[config.mk]
export PLATFORM = sky130hd
export DESIGN_NAME = stepper_trapezoid_step_generator
export DESIGN_NICKNAME = d
export VERILOG_FILES = /design/src/sttg_pkg.sv /design/src/stepper_trapezoid_step_generator.sv /design/src/sttg_front.sv /design/src/sttg_div.sv /design/src/sttg_back.sv
export SDC_FILE = /design/constraint.sdc
export NUM_CORES = 2
export LEC_CHECK = 0
export ABC_AREA = 0
export BUFFER_PORTS_ARGS = -buffer_cell sky130_fd_sc_hd__buf_2
export CAP_MARGIN = 20
export CORE_UTILIZATION = 45
export DETAILED_ROUTE_END_ITERATION = 8
export PLACE_DENSITY = 0.59
export SYNTH_ARGS = -nofsm -noshare
export SYNTH_HDL_FRONTEND = slang
export SYNTH_HIERARCHICAL = 1
export SYNTH_SLANG_ARGS = --single-unit
[constraint.sdc]
create_clock -name i_clk -period 7.9 [get_ports i_clk]
set_clock_uncertainty 0.2 [all_clocks]
set_input_delay 1.58 -clock i_clk [delete_from_list [all_inputs] [get_ports i_clk]]
set_output_delay 1.58 -clock i_clk [all_outputs]
set_load 0.03 [all_outputs]
[src/sttg_pkg.sv]
// Shared types, constants and register map of the trapezoidal step generator.
package sttg_pkg;

    localparam int POSITION_BITS   = 32;
    localparam int SPEED_FRAC_BITS = 16;

    // Speed word: 16 integer bits and the fraction.
    localparam int SPD_W = 16 + SPEED_FRAC_BITS;

    // Divider numerator: wider of accel << 2F and tick_hz << F.
    localparam int DIV_NUM_W = (16 + 2 * SPEED_FRAC_BITS > 27 + SPEED_FRAC_BITS) ?
                               (16 + 2 * SPEED_FRAC_BITS) : (27 + SPEED_FRAC_BITS);
    localparam int DIV_CNT_W = $clog2(DIV_NUM_W);

    // Ramp sum before clamping.
    localparam int RAMP_W = DIV_NUM_W + 1;

    // Command queue between front and back, a power of two.
    localparam int Q_DEPTH = 2;
    localparam int Q_PTR_W = (Q_DEPTH > 1) ? $clog2(Q_DEPTH) : 1;
    localparam int Q_CNT_W = $clog2(Q_DEPTH + 1);

    localparam int CFG_ADDR_W = 5;

    localparam logic [15:0] SPD_LO_RST      = 16'd50;
    localparam logic [15:0] SPD_HI_RST      = 16'd1000;
    localparam logic [15:0] START_SPEED_RST = 16'd100;
    localparam logic [15:0] ACCEL_RST       = 16'd50;
    localparam logic [26:0] TICK_HZ_RST     = 27'd1000000;

    typedef enum logic [2:0] {
        REG_SPD_LO      = 3'd0,
        REG_SPD_HI      = 3'd1,
        REG_START_SPEED = 3'd2,
        REG_ACCEL       = 3'd3,
        REG_TICK_HZ     = 3'd4
    } t_reg_idx;

    typedef enum logic {
        OP_TICK = 1'b0,
        OP_MOVE = 1'b1
    } t_op;

    typedef struct packed {
        logic               command;
        logic signed [31:0] target_position;
    } t_in_item;

    typedef struct packed {
        logic               step_pulse;
        logic               direction;
        logic signed [31:0] position;
        logic [15:0]        speed_hz;
        logic               moving;
        logic               move_done;
    } t_out_item;

    typedef struct packed {
        logic [15:0] spd_lo;
        logic [15:0] spd_hi;
        logic [15:0] start_speed;
        logic [15:0] accel;
        logic [26:0] tick_hz;
    } t_cfg;

    typedef struct packed {
        t_op                op;
        logic signed [31:0] target;
    } t_qent;

    typedef struct packed {
        logic                 start;
        logic [DIV_NUM_W-1:0] num;
        logic [SPD_W-1:0]     den;
    } t_div_req;

    typedef struct packed {
        logic                 done;
        logic [DIV_NUM_W-1:0] quot;
    } t_div_rsp;

endpackage

[src/stepper_trapezoid_step_generator.sv]
// Top level of the trapezoidal step generator: register file and block wiring.
//
//  channel | direction | handshake            | payload
//  --------+-----------+----------------------+---------------------------
//  in      | input     | i_in_valid/o_in_ready | sttg_pkg::t_in_item
//  out     | output    | o_out_valid/i_out_ready | sttg_pkg::t_out_item
//  cfg     | input     | psel/penable/pwrite, pready | paddr, pwdata, prdata
//
// A tick that does not expire and a move request pass from idle through the push state in the back end.
// A tick that issues a step runs the shared divider twice, one quotient bit a cycle,
// first for the speed increment and then, after the clamp, for the step period.
// Synchronous active-low reset restores the register defaults and clears the move.
// Until it is full, the two-entry queue keeps accepting transactions while the back end
// divides or while a finished result waits in the output register for the consumer.
module stepper_trapezoid_step_generator (
    input  logic                                i_clk,
    input  logic                                i_rst_n,
    input  logic                                i_in_valid,
    output logic                                o_in_ready,
    input  sttg_pkg::t_in_item                  i_in_data,
    output logic                                o_out_valid,
    input  logic                                i_out_ready,
    output sttg_pkg::t_out_item                 o_out_data,
    input  logic                                psel,
    input  logic                                penable,
    input  logic                                pwrite,
    input  logic [sttg_pkg::CFG_ADDR_W-1:0]     paddr,
    input  logic [31:0]                         pwdata,
    output logic [31:0]                         prdata,
    output logic                                pready
);

    sttg_pkg::t_cfg     r_cfg;
    logic               w_wr;
    logic [2:0]         w_idx;
    logic               w_q_valid;
    sttg_pkg::t_qent    w_q_ent;
    logic               w_q_pop;
    sttg_pkg::t_div_req w_div_req;
    sttg_pkg::t_div_rsp w_div_rsp;

    // The port never stalls; a write lands on the access phase.
    assign pready = 1'b1;
    assign w_wr   = psel && penable && pwrite && pready;
    assign w_idx  = paddr[4:2];

    always_ff @(posedge i_clk) begin
        if (!i_rst_n) begin
            r_cfg.spd_lo      <= sttg_pkg::SPD_LO_RST;
            r_cfg.spd_hi      <= sttg_pkg::SPD_HI_RST;
            r_cfg.start_speed <= sttg_pkg::START_SPEED_RST;
            r_cfg.accel       <= sttg_pkg::ACCEL_RST;
            r_cfg.tick_hz     <= sttg_pkg::TICK_HZ_RST;
        end else if (w_wr) begin
            case (w_idx)
                sttg_pkg::REG_SPD_LO:      r_cfg.spd_lo      <= pwdata[15:0];
                sttg_pkg::REG_SPD_HI:      r_cfg.spd_hi      <= pwdata[15:0];
                sttg_pkg::REG_START_SPEED: r_cfg.start_speed <= pwdata[15:0];
                sttg_pkg::REG_ACCEL:       r_cfg.accel       <= pwdata[15:0];
                sttg_pkg::REG_TICK_HZ:     r_cfg.tick_hz     <= pwdata[26:0];
                default: begin
                end
            endcase
        end
    end

    // Read back: zero-extend each register, unused addresses read as zero.
    always_comb begin
        case (w_idx)
            sttg_pkg::REG_SPD_LO:      prdata = 32'(r_cfg.spd_lo);
            sttg_pkg::REG_SPD_HI:      prdata = 32'(r_cfg.spd_hi);
            sttg_pkg::REG_START_SPEED: prdata = 32'(r_cfg.start_speed);
            sttg_pkg::REG_ACCEL:       prdata = 32'(r_cfg.accel);
            sttg_pkg::REG_TICK_HZ:     prdata = 32'(r_cfg.tick_hz);
            default:                   prdata = '0;
        endcase
    end

    // Front end: accept and classify, hold in the queue.
    sttg_front u_front (
        .i_clk      (i_clk),
        .i_rst_n    (i_rst_n),
        .i_in_valid (i_in_valid),
        .o_in_ready (o_in_ready),
        .i_in_data  (i_in_data),
        .o_q_valid  (w_q_valid),
        .o_q_ent    (w_q_ent),
        .i_q_pop    (w_q_pop)
    );

    // Shared divider for the speed increment and the step period.
    sttg_div u_div (
        .i_clk   (i_clk),
        .i_rst_n (i_rst_n),
        .i_req   (w_div_req),
        .o_rsp   (w_div_rsp)
    );

    // Back end: advance the move and issue results.
    sttg_back u_back (
        .i_clk       (i_clk),
        .i_rst_n     (i_rst_n),
        .i_cfg       (r_cfg),
        .i_q_valid   (w_q_valid),
        .i_q_ent     (w_q_ent),
        .o_q_pop     (w_q_pop),
        .o_div_req   (w_div_req),
        .i_div_rsp   (w_div_rsp),
        .o_out_valid (o_out_valid),
        .i_out_ready (i_out_ready),
        .o_out_data  (o_out_data)
    );

endmodule

[src/sttg_front.sv]
// Input side: accept transactions, classify them and queue them for the back end.
module sttg_front (
    input  logic              i_clk,
    input  logic              i_rst_n,
    input  logic              i_in_valid,
    output logic              o_in_ready,
    input  sttg_pkg::t_in_item i_in_data,
    output logic              o_q_valid,
    output sttg_pkg::t_qent   o_q_ent,
    input  logic              i_q_pop
);

    sttg_pkg::t_qent                  r_mem [sttg_pkg::Q_DEPTH];
    logic [sttg_pkg::Q_PTR_W-1:0]     r_wr;
    logic [sttg_pkg::Q_PTR_W-1:0]     r_rd;
    logic [sttg_pkg::Q_CNT_W-1:0]     r_cnt;
    logic                             w_push;
    logic                             w_pop;
    sttg_pkg::t_qent                  w_ent;

    assign o_in_ready = (r_cnt != sttg_pkg::Q_CNT_W'(sttg_pkg::Q_DEPTH));
    assign o_q_valid  = (r_cnt != '0);
    assign o_q_ent    = r_mem[r_rd];
    assign w_push     = i_in_valid && o_in_ready;
    assign w_pop      = i_q_pop && o_q_valid;

    always_comb begin
        w_ent.op     = sttg_pkg::t_op'(i_in_data.command);
        w_ent.target = i_in_data.target_position;
    end

    always_ff @(posedge i_clk) begin
        if (w_push) begin
            r_mem[r_wr] <= w_ent;
        end
    end

    always_ff @(posedge i_clk) begin
        if (!i_rst_n) begin
            r_wr  <= '0;
            r_rd  <= '0;
            r_cnt <= '0;
        end else begin
            if (w_push) begin
                r_wr <= r_wr + 1'b1;
            end
            if (w_pop) begin
                r_rd <= r_rd + 1'b1;
            end
            if (w_push && !w_pop) begin
                r_cnt <= r_cnt + 1'b1;
            end else if (w_pop && !w_push) begin
                r_cnt <= r_cnt - 1'b1;
            end
        end
    end

endmodule

[src/sttg_div.sv]
// Restoring divider, one quotient bit per cycle; a zero divisor counts as one upstream.
module sttg_div (
    input  logic               i_clk,
    input  logic               i_rst_n,
    input  sttg_pkg::t_div_req i_req,
    output sttg_pkg::t_div_rsp o_rsp
);

    logic [sttg_pkg::DIV_NUM_W-1:0] r_num;
    logic [sttg_pkg::SPD_W-1:0]     r_rem;
    logic [sttg_pkg::SPD_W-1:0]     r_den;
    logic [sttg_pkg::DIV_CNT_W-1:0] r_cnt;
    logic                           r_busy;
    logic                           r_done;
    logic [sttg_pkg::SPD_W:0]       w_shift;
    logic                           w_ge;

    assign w_shift = {r_rem, r_num[sttg_pkg::DIV_NUM_W-1]};
    assign w_ge    = (w_shift >= {1'b0, r_den});

    assign o_rsp.done = r_done;
    assign o_rsp.quot = r_num;

    always_ff @(posedge i_clk) begin
        if (i_req.start) begin
            r_num <= i_req.num;
            r_rem <= '0;
            r_den <= i_req.den;
        end else if (r_busy) begin
            r_num <= {r_num[sttg_pkg::DIV_NUM_W-2:0], w_ge};
            r_rem <= w_ge ? sttg_pkg::SPD_W'(w_shift - {1'b0, r_den})
                          : sttg_pkg::SPD_W'(w_shift);
        end
    end

    always_ff @(posedge i_clk) begin
        if (!i_rst_n) begin
            r_busy <= 1'b0;
            r_done <= 1'b0;
            r_cnt  <= '0;
        end else begin
            r_done <= 1'b0;
            if (i_req.start) begin
                r_busy <= 1'b1;
                r_cnt  <= sttg_pkg::DIV_CNT_W'(sttg_pkg::DIV_NUM_W - 1);
            end else if (r_busy) begin
                if (r_cnt == '0) begin
                    r_busy <= 1'b0;
                    r_done <= 1'b1;
                end else begin
                    r_cnt <= r_cnt - 1'b1;
                end
            end
        end
    end

endmodule

[src/sttg_back.sv]
// Execution side: move state, speed ramp, step issue and the output register.
module sttg_back (
    input  logic                i_clk,
    input  logic                i_rst_n,
    input  sttg_pkg::t_cfg      i_cfg,
    input  logic                i_q_valid,
    input  sttg_pkg::t_qent     i_q_ent,
    output logic                o_q_pop,
    output sttg_pkg::t_div_req  o_div_req,
    input  sttg_pkg::t_div_rsp  i_div_rsp,
    output logic                o_out_valid,
    input  logic                i_out_ready,
    output sttg_pkg::t_out_item o_out_data
);

    localparam int PB = sttg_pkg::POSITION_BITS;
    localparam int F  = sttg_pkg::SPEED_FRAC_BITS;
    localparam int SW = sttg_pkg::SPD_W;
    localparam int NW = sttg_pkg::DIV_NUM_W;
    localparam int RW = sttg_pkg::RAMP_W;

    typedef enum logic [4:0] {
        BS_IDLE    = 5'b00001,
        BS_DIV_INC = 5'b00010,
        BS_CLAMP   = 5'b00100,
        BS_DIV_PER = 5'b01000,
        BS_PUSH    = 5'b10000
    } t_bstate;

    t_bstate                r_state;
    logic signed [PB-1:0]   r_pos;
    logic signed [PB-1:0]   r_goal;
    logic                   r_dir;
    logic [31:0]            r_len;
    logic [31:0]            r_idx;
    logic [SW-1:0]          r_speed;
    logic [31:0]            r_cnt;
    logic                   r_busy;
    logic [RW-1:0]          r_ramp;
    sttg_pkg::t_out_item    r_res;
    logic                   r_out_valid;
    sttg_pkg::t_out_item    r_out_data;

    logic                   w_take;
    logic                   w_is_move;
    logic                   w_start;
    logic                   w_run_exp;
    logic                   w_start_dir;
    logic [PB-1:0]          w_dist;
    logic [31:0]            w_len;
    logic [SW-1:0]          w_start_spd;
    logic [SW-1:0]          w_lo;
    logic [SW-1:0]          w_hi;
    logic [31:0]            w_half;
    logic [RW-1:0]          w_spd_x;
    logic [RW-1:0]          w_inc_x;
    logic [RW-1:0]          w_ramp;
    logic [SW-1:0]          w_clamp;
    logic [31:0]            w_period;
    logic [31:0]            w_cd;
    logic [31:0]            w_idx_next;
    logic signed [PB-1:0]   w_pos_next;
    logic                   w_last;
    logic                   w_out_free;
    sttg_pkg::t_out_item    w_cur;

    assign o_out_valid = r_out_valid;
    assign o_out_data  = r_out_data;
    assign w_out_free  = !r_out_valid || i_out_ready;

    assign w_take    = (r_state == BS_IDLE) && i_q_valid;
    assign o_q_pop   = w_take;
    assign w_is_move = (i_q_ent.op == sttg_pkg::OP_MOVE);
    assign w_start   = !r_busy && (r_pos != r_goal);
    assign w_run_exp = r_busy && (r_cnt == '0);

    // Move set-up: direction, distance and saturated length.
    assign w_start_dir = (r_goal > r_pos);
    assign w_dist      = w_start_dir ? PB'(r_goal - r_pos) : PB'(r_pos - r_goal);
    assign w_len       = ((PB + 32)'(w_dist) > (PB + 32)'(32'hFFFF_FFFF)) ?
                         32'hFFFF_FFFF : 32'(w_dist);

    assign w_start_spd = {i_cfg.start_speed, {F{1'b0}}};
    assign w_lo        = {i_cfg.spd_lo, {F{1'b0}}};
    assign w_hi        = {i_cfg.spd_hi, {F{1'b0}}};

    // Ramp: accelerate over the first half, decelerate over the second.
    assign w_half  = r_len >> 1;
    assign w_spd_x = RW'(r_speed);
    assign w_inc_x = RW'(i_div_rsp.quot);

    always_comb begin
        if ((r_idx < w_half) && (r_speed < w_hi)) begin
            w_ramp = w_spd_x + w_inc_x;
        end else if ((r_idx > w_half) && (r_speed > w_start_spd)) begin
            w_ramp = (w_spd_x > w_inc_x) ? (w_spd_x - w_inc_x) : '0;
        end else begin
            w_ramp = w_spd_x;
        end
    end

    // Clamp: the floor test wins over the ceiling.
    always_comb begin
        if (r_ramp < RW'(w_lo)) begin
            w_clamp = w_lo;
        end else if (r_ramp > RW'(w_hi)) begin
            w_clamp = w_hi;
        end else begin
            w_clamp = SW'(r_ramp);
        end
    end

    // Step period, saturated, and the countdown reload.
    assign w_period   = (i_div_rsp.quot > NW'(32'hFFFF_FFFF)) ?
                        32'hFFFF_FFFF : 32'(i_div_rsp.quot);
    assign w_cd       = (w_period == '0) ? '0 : (w_period - 1'b1);
    assign w_idx_next = r_idx + 1'b1;
    assign w_pos_next = r_dir ? (r_pos + PB'(1)) : (r_pos - PB'(1));
    assign w_last     = (w_idx_next >= r_len);

    always_comb begin
        w_cur.step_pulse = 1'b0;
        w_cur.direction  = r_dir;
        w_cur.position   = 32'(r_pos);
        w_cur.speed_hz   = r_speed[F +: 16];
        w_cur.moving     = r_busy;
        w_cur.move_done  = 1'b0;
    end

    // Divider requests: increment on a move start or expiry, period after the clamp.
    always_comb begin
        o_div_req.start = 1'b0;
        o_div_req.num   = NW'({i_cfg.accel, {(2 * F){1'b0}}});
        o_div_req.den   = (r_speed == '0) ? SW'(1) : r_speed;
        if (w_take && !w_is_move && w_start) begin
            o_div_req.start = 1'b1;
            o_div_req.den   = (w_start_spd == '0) ? SW'(1) : w_start_spd;
        end else if (w_take && !w_is_move && w_run_exp) begin
            o_div_req.start = 1'b1;
        end else if (r_state == BS_CLAMP) begin
            o_div_req.start = 1'b1;
            o_div_req.num   = NW'({i_cfg.tick_hz, {F{1'b0}}});
            o_div_req.den   = (w_clamp == '0) ? SW'(1) : w_clamp;
        end
    end

    always_ff @(posedge i_clk) begin
        if (!i_rst_n) begin
            r_state <= BS_IDLE;
            r_pos   <= '0;
            r_goal  <= '0;
            r_dir   <= 1'b1;
            r_len   <= '0;
            r_idx   <= '0;
            r_speed <= {sttg_pkg::START_SPEED_RST, {F{1'b0}}};
            r_cnt   <= '0;
            r_busy  <= 1'b0;
        end else begin
            case (r_state)
                BS_IDLE: begin
                    if (w_take) begin
                        if (w_is_move) begin
                            r_goal  <= PB'(i_q_ent.target);
                            r_res   <= w_cur;
                            r_state <= BS_PUSH;
                        end else if (w_start) begin
                            r_dir   <= w_start_dir;
                            r_len   <= w_len;
                            r_idx   <= '0;
                            r_speed <= w_start_spd;
                            r_cnt   <= '0;
                            r_busy  <= 1'b1;
                            r_state <= BS_DIV_INC;
                        end else if (w_run_exp) begin
                            r_state <= BS_DIV_INC;
                        end else if (r_busy) begin
                            r_cnt   <= r_cnt - 1'b1;
                            r_res   <= w_cur;
                            r_state <= BS_PUSH;
                        end else begin
                            r_res   <= w_cur;
                            r_state <= BS_PUSH;
                        end
                    end
                end
                BS_DIV_INC: begin
                    if (i_div_rsp.done) begin
                        r_ramp  <= w_ramp;
                        r_state <= BS_CLAMP;
                    end
                end
                BS_CLAMP: begin
                    r_speed <= w_clamp;
                    r_state <= BS_DIV_PER;
                end
                BS_DIV_PER: begin
                    if (i_div_rsp.done) begin
                        r_pos            <= w_pos_next;
                        r_idx            <= w_idx_next;
                        r_cnt            <= w_cd;
                        r_busy           <= !w_last;
                        r_res.step_pulse <= 1'b1;
                        r_res.direction  <= r_dir;
                        r_res.position   <= 32'(w_pos_next);
                        r_res.speed_hz   <= r_speed[F +: 16];
                        r_res.moving     <= !w_last;
                        r_res.move_done  <= w_last;
                        r_state          <= BS_PUSH;
                    end
                end
                BS_PUSH: begin
                    if (w_out_free) begin
                        r_state <= BS_IDLE;
                    end
                end
                default: begin
                    r_state <= BS_IDLE;
                end
            endcase
        end
    end

    // Output register: load a finished result, drop it once taken.
    always_ff @(posedge i_clk) begin
        if (!i_rst_n) begin
            r_out_valid <= 1'b0;
        end else if ((r_state == BS_PUSH) && w_out_free) begin
            r_out_valid <= 1'b1;
        end else if (i_out_ready) begin
            r_out_valid <= 1'b0;
        end
    end

    always_ff @(posedge i_clk) begin
        if ((r_state == BS_PUSH) && w_out_free) begin
            r_out_data <= r_res;
        end
    end

endmodule
Yosys cells after proc, flatten, opt, wreduce, memory -nomap -nowiden
Memory sizes are Yosys's and may differ from the RTL's. A register that Yosys moved wholly into a read port is not among the register bits.
Cells that the tools add are included.
- add/sub/neg operators: 15
- $lt $le $gt $ge: 11
- equal/unequal tests: 22
- multiplexer cells: 72
- bitwise gates (word level): 4
- reduce and logical (&&, ||, !) cells: 53
- operator list (operator ; count):
    32-bit 2-to-1 mux ; 24
    52-bit 2-to-1 mux ; 5
    32-bit one-hot mux with 2 select lines ; 3
    32-bit zero test ; 5
    49-bit 2-to-1 mux ; 3
    48-bit 2-to-1 mux ; 3
    27-bit one-hot mux with 5 select lines ; 1
    52-bit one-hot mux with 2 select lines ; 1
    32-bit subtractor ; 3
    81-bit 2-to-1 mux ; 1
    80-bit 2-to-1 mux ; 1
    32-bit greater-than comparator ; 2
    32-bit by 1-bit subtractor with 32-bit output (second input constant) ; 2
    32-bit by 48-bit adder with 49-bit output ; 1
    49-bit by 32-bit greater-than comparator with 1-bit output ; 1
    49-bit by 32-bit < comparator with 1-bit output ; 1
    32-bit by 48-bit subtractor with 49-bit output ; 1
    32-bit by 48-bit greater-than comparator with 1-bit output ; 1
    48-bit by 32-bit greater-than comparator with 1-bit output (second input constant) ; 1
    5-bit 2-to-1 mux ; 7
    33-bit by 32-bit greater-or-equal comparator with 1-bit output ; 1
    32-bit by 1-bit adder with 32-bit output (second input constant) ; 1
    32-bit by 2-bit adder with 32-bit output (second input constant) ; 1
    32-bit greater-or-equal comparator ; 1
    40 further kinds ; 106
- register bits: 568
- RAM bits: 66
- input bits: 77
- output and inout bits: 87
- word-level logic and storage cells: 216
- memories: 1
- memory list (name ; depth ; bits a word ; rd ports ; clocked after memory_dff ; wr ports ; RTL line ; text):
    u_front.r_mem ; 2 ; 33 ; 1 ; 1 ; 1 ; sttg_front.sv:13 ; sttg_pkg::t_qent r_mem [sttg_pkg::Q_DEPTH];

Longest topological paths before layout
- depth in word-level cells: 10
- depth in mapped cells: 18
- gate-level depth less buffers: 18

Hierarchy
Netlist, hierarchy kept.
- by module, submodules not included (module ; instances ; cells an instance ; area an instance (um^2) ; sequential area each (um^2)):
    sttg_back ; 1 ; 3483 ; 28099.4 ; 8598.2
    sttg_div ; 1 ; 585 ; 6487.5 ; 3203.1
    stepper_trapezoid_step_generator ; 1 ; 454 ; 4240.3 ; 1821.7
    sttg_front ; 1 ; 127 ; 2616.3 ; 2082.0

Worst setup path after synthesis
Ideal clock, no wire load.
- kind: reg-to-reg
- start: register u_back.r_cnt[2]
- end: register u_div/r_num[0] (netlist name) (enable)
- library setup time: 0.402 ns
- data arrival time: 5.769 ns
- data required time: 7.298 ns
- setup slack: 1.529 ns
- stages on the path, launching flop included: 13
- buffers on the path: 3
- clock period less this slack: 6.371 ns
- cells stage by stage: dfxtp_1 -> or3_1 -> nor4bb_1 -> buf_2 -> nand3_1 -> nor2_1 -> nand3_1 -> a21o_1 -> o21ai_0 -> clkbuf_1 -> nor2_1 -> clkbuf_1 -> inv_1
- RTL lines (what ; RTL line ; text):
    start: declaration ; sttg_back.sv:37 ; logic [31:0] r_cnt;
    start signal: assignment ; sttg_back.sv:177 ; r_cnt <= r_cnt - 1'b1;
    start signal: assignment ; sttg_back.sv:200 ; r_cnt <= w_cd;
    end signal: assignment ; sttg_div.sv:26 ; r_num <= i_req.num;
    end signal: assignment ; sttg_div.sv:30 ; r_num <= {r_num[sttg_pkg::DIV_NUM_W-2:0], w_ge};
    end: declaration ; sttg_div.sv:9 ; logic [sttg_pkg::DIV_NUM_W-1:0] r_num;

Final worst setup path
- start: register u_back.r_goal[0]
- end: register u_back.r_len[29]
- word-level cells in the longest chain between the ends: 3
- elaborated cells on any way between the ends: 7
- those cells by class: 2 x add/sub; 1 x order compare; 1 x eq/ne; 1 x mux; 2 x reduce/logical
- ends and longest elaborated chain (what ; RTL line ; text):
    start: declaration ; sttg_back.sv:32 ; logic signed [PB-1:0] r_goal;
    start signal: assignment ; sttg_back.sv:163 ; r_goal <= PB'(i_q_ent.target);
    branches (longest 3 deep; another with 32-bit subtractor) ; - ;
    end signal: assignment ; sttg_back.sv:168 ; r_len <= w_len;
    end: declaration ; sttg_back.sv:34 ; logic [31:0] r_len;
Parallel ways; which one is timed is not known.
A chain may end at the register's enable or synchronous reset.

==> metrics.yaml <==
fin_nets: 5073
start_kind: "register"
synth_top_area_share: 0.2166
cts.sinks: 635
endpoint_kind: "register"
multiInputGateArea_um2: 23470
ioPinCount: 164
antenna_found_initial: 3
ys_async_sr_fraction: 0
worstMarginPinSlew_ns: 1.196
wl_mm: 126.1
final_cell_mix: "459 x nand2_1, 389 x a21oi_1, 336 x dfxtp_1, 328 x nor2_1, 321 x ha_1"
ys_ff_latch: 635
yosysWarnings: 6
drive_gt1_frac: 0.1051
crit_fanout: 22
cellLeakagePower_nw: 18.45
synth_edf_count: 299
h-tree-depth: 3
grt_pass1_vias: 32250
power_frac_comb: 0.583
hold_violations: 0
holdWs_ns: 0.2157
vias: 35140
dieArea_um2: 93320
clk_pin_slew_ns: 0.06
drtIter0Drc: 3062
p_per_area_nw_per_um2: 459.9
cts_resized: 0
cap_violations: 0
via_per_inst: 5.951
period_minus_slack_ns: 5.432
tritoncts: "yes"
finalSetupViolations: 0
postCtsHoldBufs: 0
p_int_mw: 10.78
grt_max_degree: 101
start_util: 0.4576
power_frac_seq: 0.250
synthDistinctLibCells: 106
postSynthCellCount: 4649
crit_end: "u_back/r_len[29]$_SDFFE_PN0P_"
crit_start: "u_back/r_goal[0]$_SDFFE_PN0P_"
pwr-share-clk: 0.167
cts_setup_buffers: 0
gp_congestion: 0.9262
syn_area_per_cell_um2: 8.914
slew_headroom: 0.2025
hold_path.class: "reg2reg"
area_growth_pct: 9.694
worstPathRequired_ns: 8.22
post_drt_wl_per_cell_um: 21.35
ant_nets: 0
fin_crit_sh: 0.6876
dr.pass1.iters: 6
syn-cell-area_um2: 41440
core_area_um2: 90560
drv_slew: 0
crit_type: "reg2reg"
rsz0062_at_grt: "false"
synth_ff_type: "dfxtp_1"
synth_area_leaders: "edfxtp_1 22%, dfxtp_1 16%, ha_1 9.7%"
grt_pass1_wl_mm: 192.8
ir_drop_mv: 0.7647
seqCellArea_um2: 15710
track_usage: 0.2628
root_buffer: "clkbuf_16"
clk_latency_ns: 0.64
tns_ns: 0
reg2regPathDepth: 13
instances_no_fill: 5906
die_y_um: 305.5
max_freq_mhz: 184.1
dp.cells: 5765
status: "complete, no violations"
die_w_um: 305.5
switching_share: 0.4846
cp_data_arrival_time_ns: 5.75
synth_largest_area_cell: "edfxtp_1"
place_hpwl_mm: 90.85
fillers: 8683
r2r_setup_slack_ns: 2.47
ys_seq_area_frac: 0.3790
r2r-start: "u_back/r_goal[0]$_SDFFE_PN0P_"
mostFrequentLayoutCell: "nand2_1"
power.switching_mw: 10.13
cts_buffers: 75
gr-total-overflow: 0
clockBufferDepth: 3
route.detailed.drc: 0
r2r_end: "u_back/r_len[29]$_SDFFE_PN0P_"
row_count: 110
port_buffers: 150
metal layers:
| layer | vias up | GRT usage | share of wire |
|---|---|---|---|
| li1 | 16920 | - | - |
| met1 | 16870 | 0.4003 | 0.49 |
| met2 | 1182 | 0.3790 | 0.41 |
| met3 | 167 | 0.04097 | 0.075 |
| met4 | 0 | 0.07397 | 0.024 |
| met5 | - | 0 | 0 |
metrics by stage:
step / instance area, um2 / worst slack [ns] / power, mW / util
2_1_floorplan: 41510 / 1.529 / 13.56 / -
3_3_place_gp: 42910 / 2.533 / 16.98 / 0.4738
3_5_place_dp: 42910 / 2.526 / 17.04 / 0.4738
4_1_cts: 45370 / 2.503 / 20.64 / 0.5010
5_1_grt: 45460 / 2.346 / 22.16 / 0.5019
6_report: 45460 / 2.468 / 20.91 / 0.5020
registers in the layout, indices dropped and copies added (netlist names), 48 cells and up, named ones only:
signal and count:
u_back/r_ramp 49, r_cfg 91, u_back/o_out_data 52, u_div/r_num 48, u_front/r_mem 66, u_back/r_res 52
worst min path at each step:
stage	depth (start not counted)	slack, ns	end	start
2_1_floorplan	0	0.20	u_back/o_out_data[0]$_DFFE_PP_	u_back/r_res[0]$_SDFFCE_PN0P_
3_3_place_gp	0	0.20	u_back/o_out_data[37]$_DFFE_PP_	u_back/r_res[37]$_DFFE_PP_
3_5_place_dp	0	0.20	u_back/o_out_data[26]$_DFFE_PP_	u_back/r_res[26]$_DFFE_PP_
4_1_cts	0	0.22	u_back/o_out_data[24]$_DFFE_PP_	u_back/r_res[24]$_DFFE_PP_
5_1_grt	0	0.22	u_back/o_out_data[24]$_DFFE_PP_	u_back/r_res[24]$_DFFE_PP_
6_report	0	0.22	u_back/o_out_data[24]$_DFFE_PP_	u_back/r_res[24]$_DFFE_PP_
kinds of logic (layout without fill, tap and decap cells):
logic type	Yosys count	count (layout)	share of synthesized area
AO/OA/AOI/OAI	1263	1263	0.1979
XOR/XNOR	150	150	0.03170
adder cells (fa/ha/maj)	327	327	0.09981
buffers and inverters	579	639	0.05845
flip-flops	635	635	0.3790
multiplexers	237	237	0.06071
other	3	24	0.0002717
AND/OR/NAND/NOR	1455	1455	0.1722
final cells by class:
cell class / instances / share of cell area
antenna: 2 / 0.0001101
inverter: 304 / 0.02521
clock buffer: 111 / 0.04910
sequential: 635 / 0.3455
tap: 1176 / 0.03237
multi-input combinational: 3454 / 0.5163
timing repair buffer: 199 / 0.02634
clock inverter: 25 / 0.005147
power by group through the flow:
| stage | sequential [mW] | clock, mW | combinational, mW |
|---|---|---|---|
| 2_1_floorplan | 4.96 | 0 | 8.59 |
| 3_3_place_gp | 5.26 | 0 | 11.7 |
| 3_5_place_dp | 5.27 | 0 | 11.8 |
| 4_1_cts | 5.21 | 3.58 | 11.9 |
| 5_1_grt | 5.30 | 3.70 | 13.2 |
| 6_report | 5.23 | 3.50 | 12.2 |
Yosys cell counts (24+ instances only):
library cell    n
edfxtp_1      299
buf_2          37
o21bai_1       41
nand2b_1       44
and3_1         69
nor3_1        105
a22oi_1        66
or3_1          26
o22ai_1        45
a31oi_1        40
o221ai_1       24
o21a_1         34
nand4_1        64
o211ai_1       39
dfxtp_1       336
and2_1         51
nor2b_1        61
clkbuf_1      184
mux2i_1       125
mux2_2        110
o21ai_0       203
a21oi_1       389
a211oi_1       45
nand3_1        98
xor2_1         51
nor4_1         52
a21o_1         92
nor2_1        332
o21ai_1        45
buf_4          28
inv_1         303
ha_1          321
nand2_1       460
xnor2_1        99
a221o_1        26
critical path, stage by stage (launching register included):
cell and delay [ns]:
dfxtp_1 0.50, inv_1 0.08, ha_1 0.22, fa_1 0.40, nor2b_1 0.19, o211ai_1 0.16, a311o_1 0.41, a21o_1 0.24
o31ai_2 0.31, a21o_1 0.81, nand2_1 0.72, o311ai_1 0.77, mux2i_1 0.26, nand2_1 0.06
(Power assumes the default switching activity.)
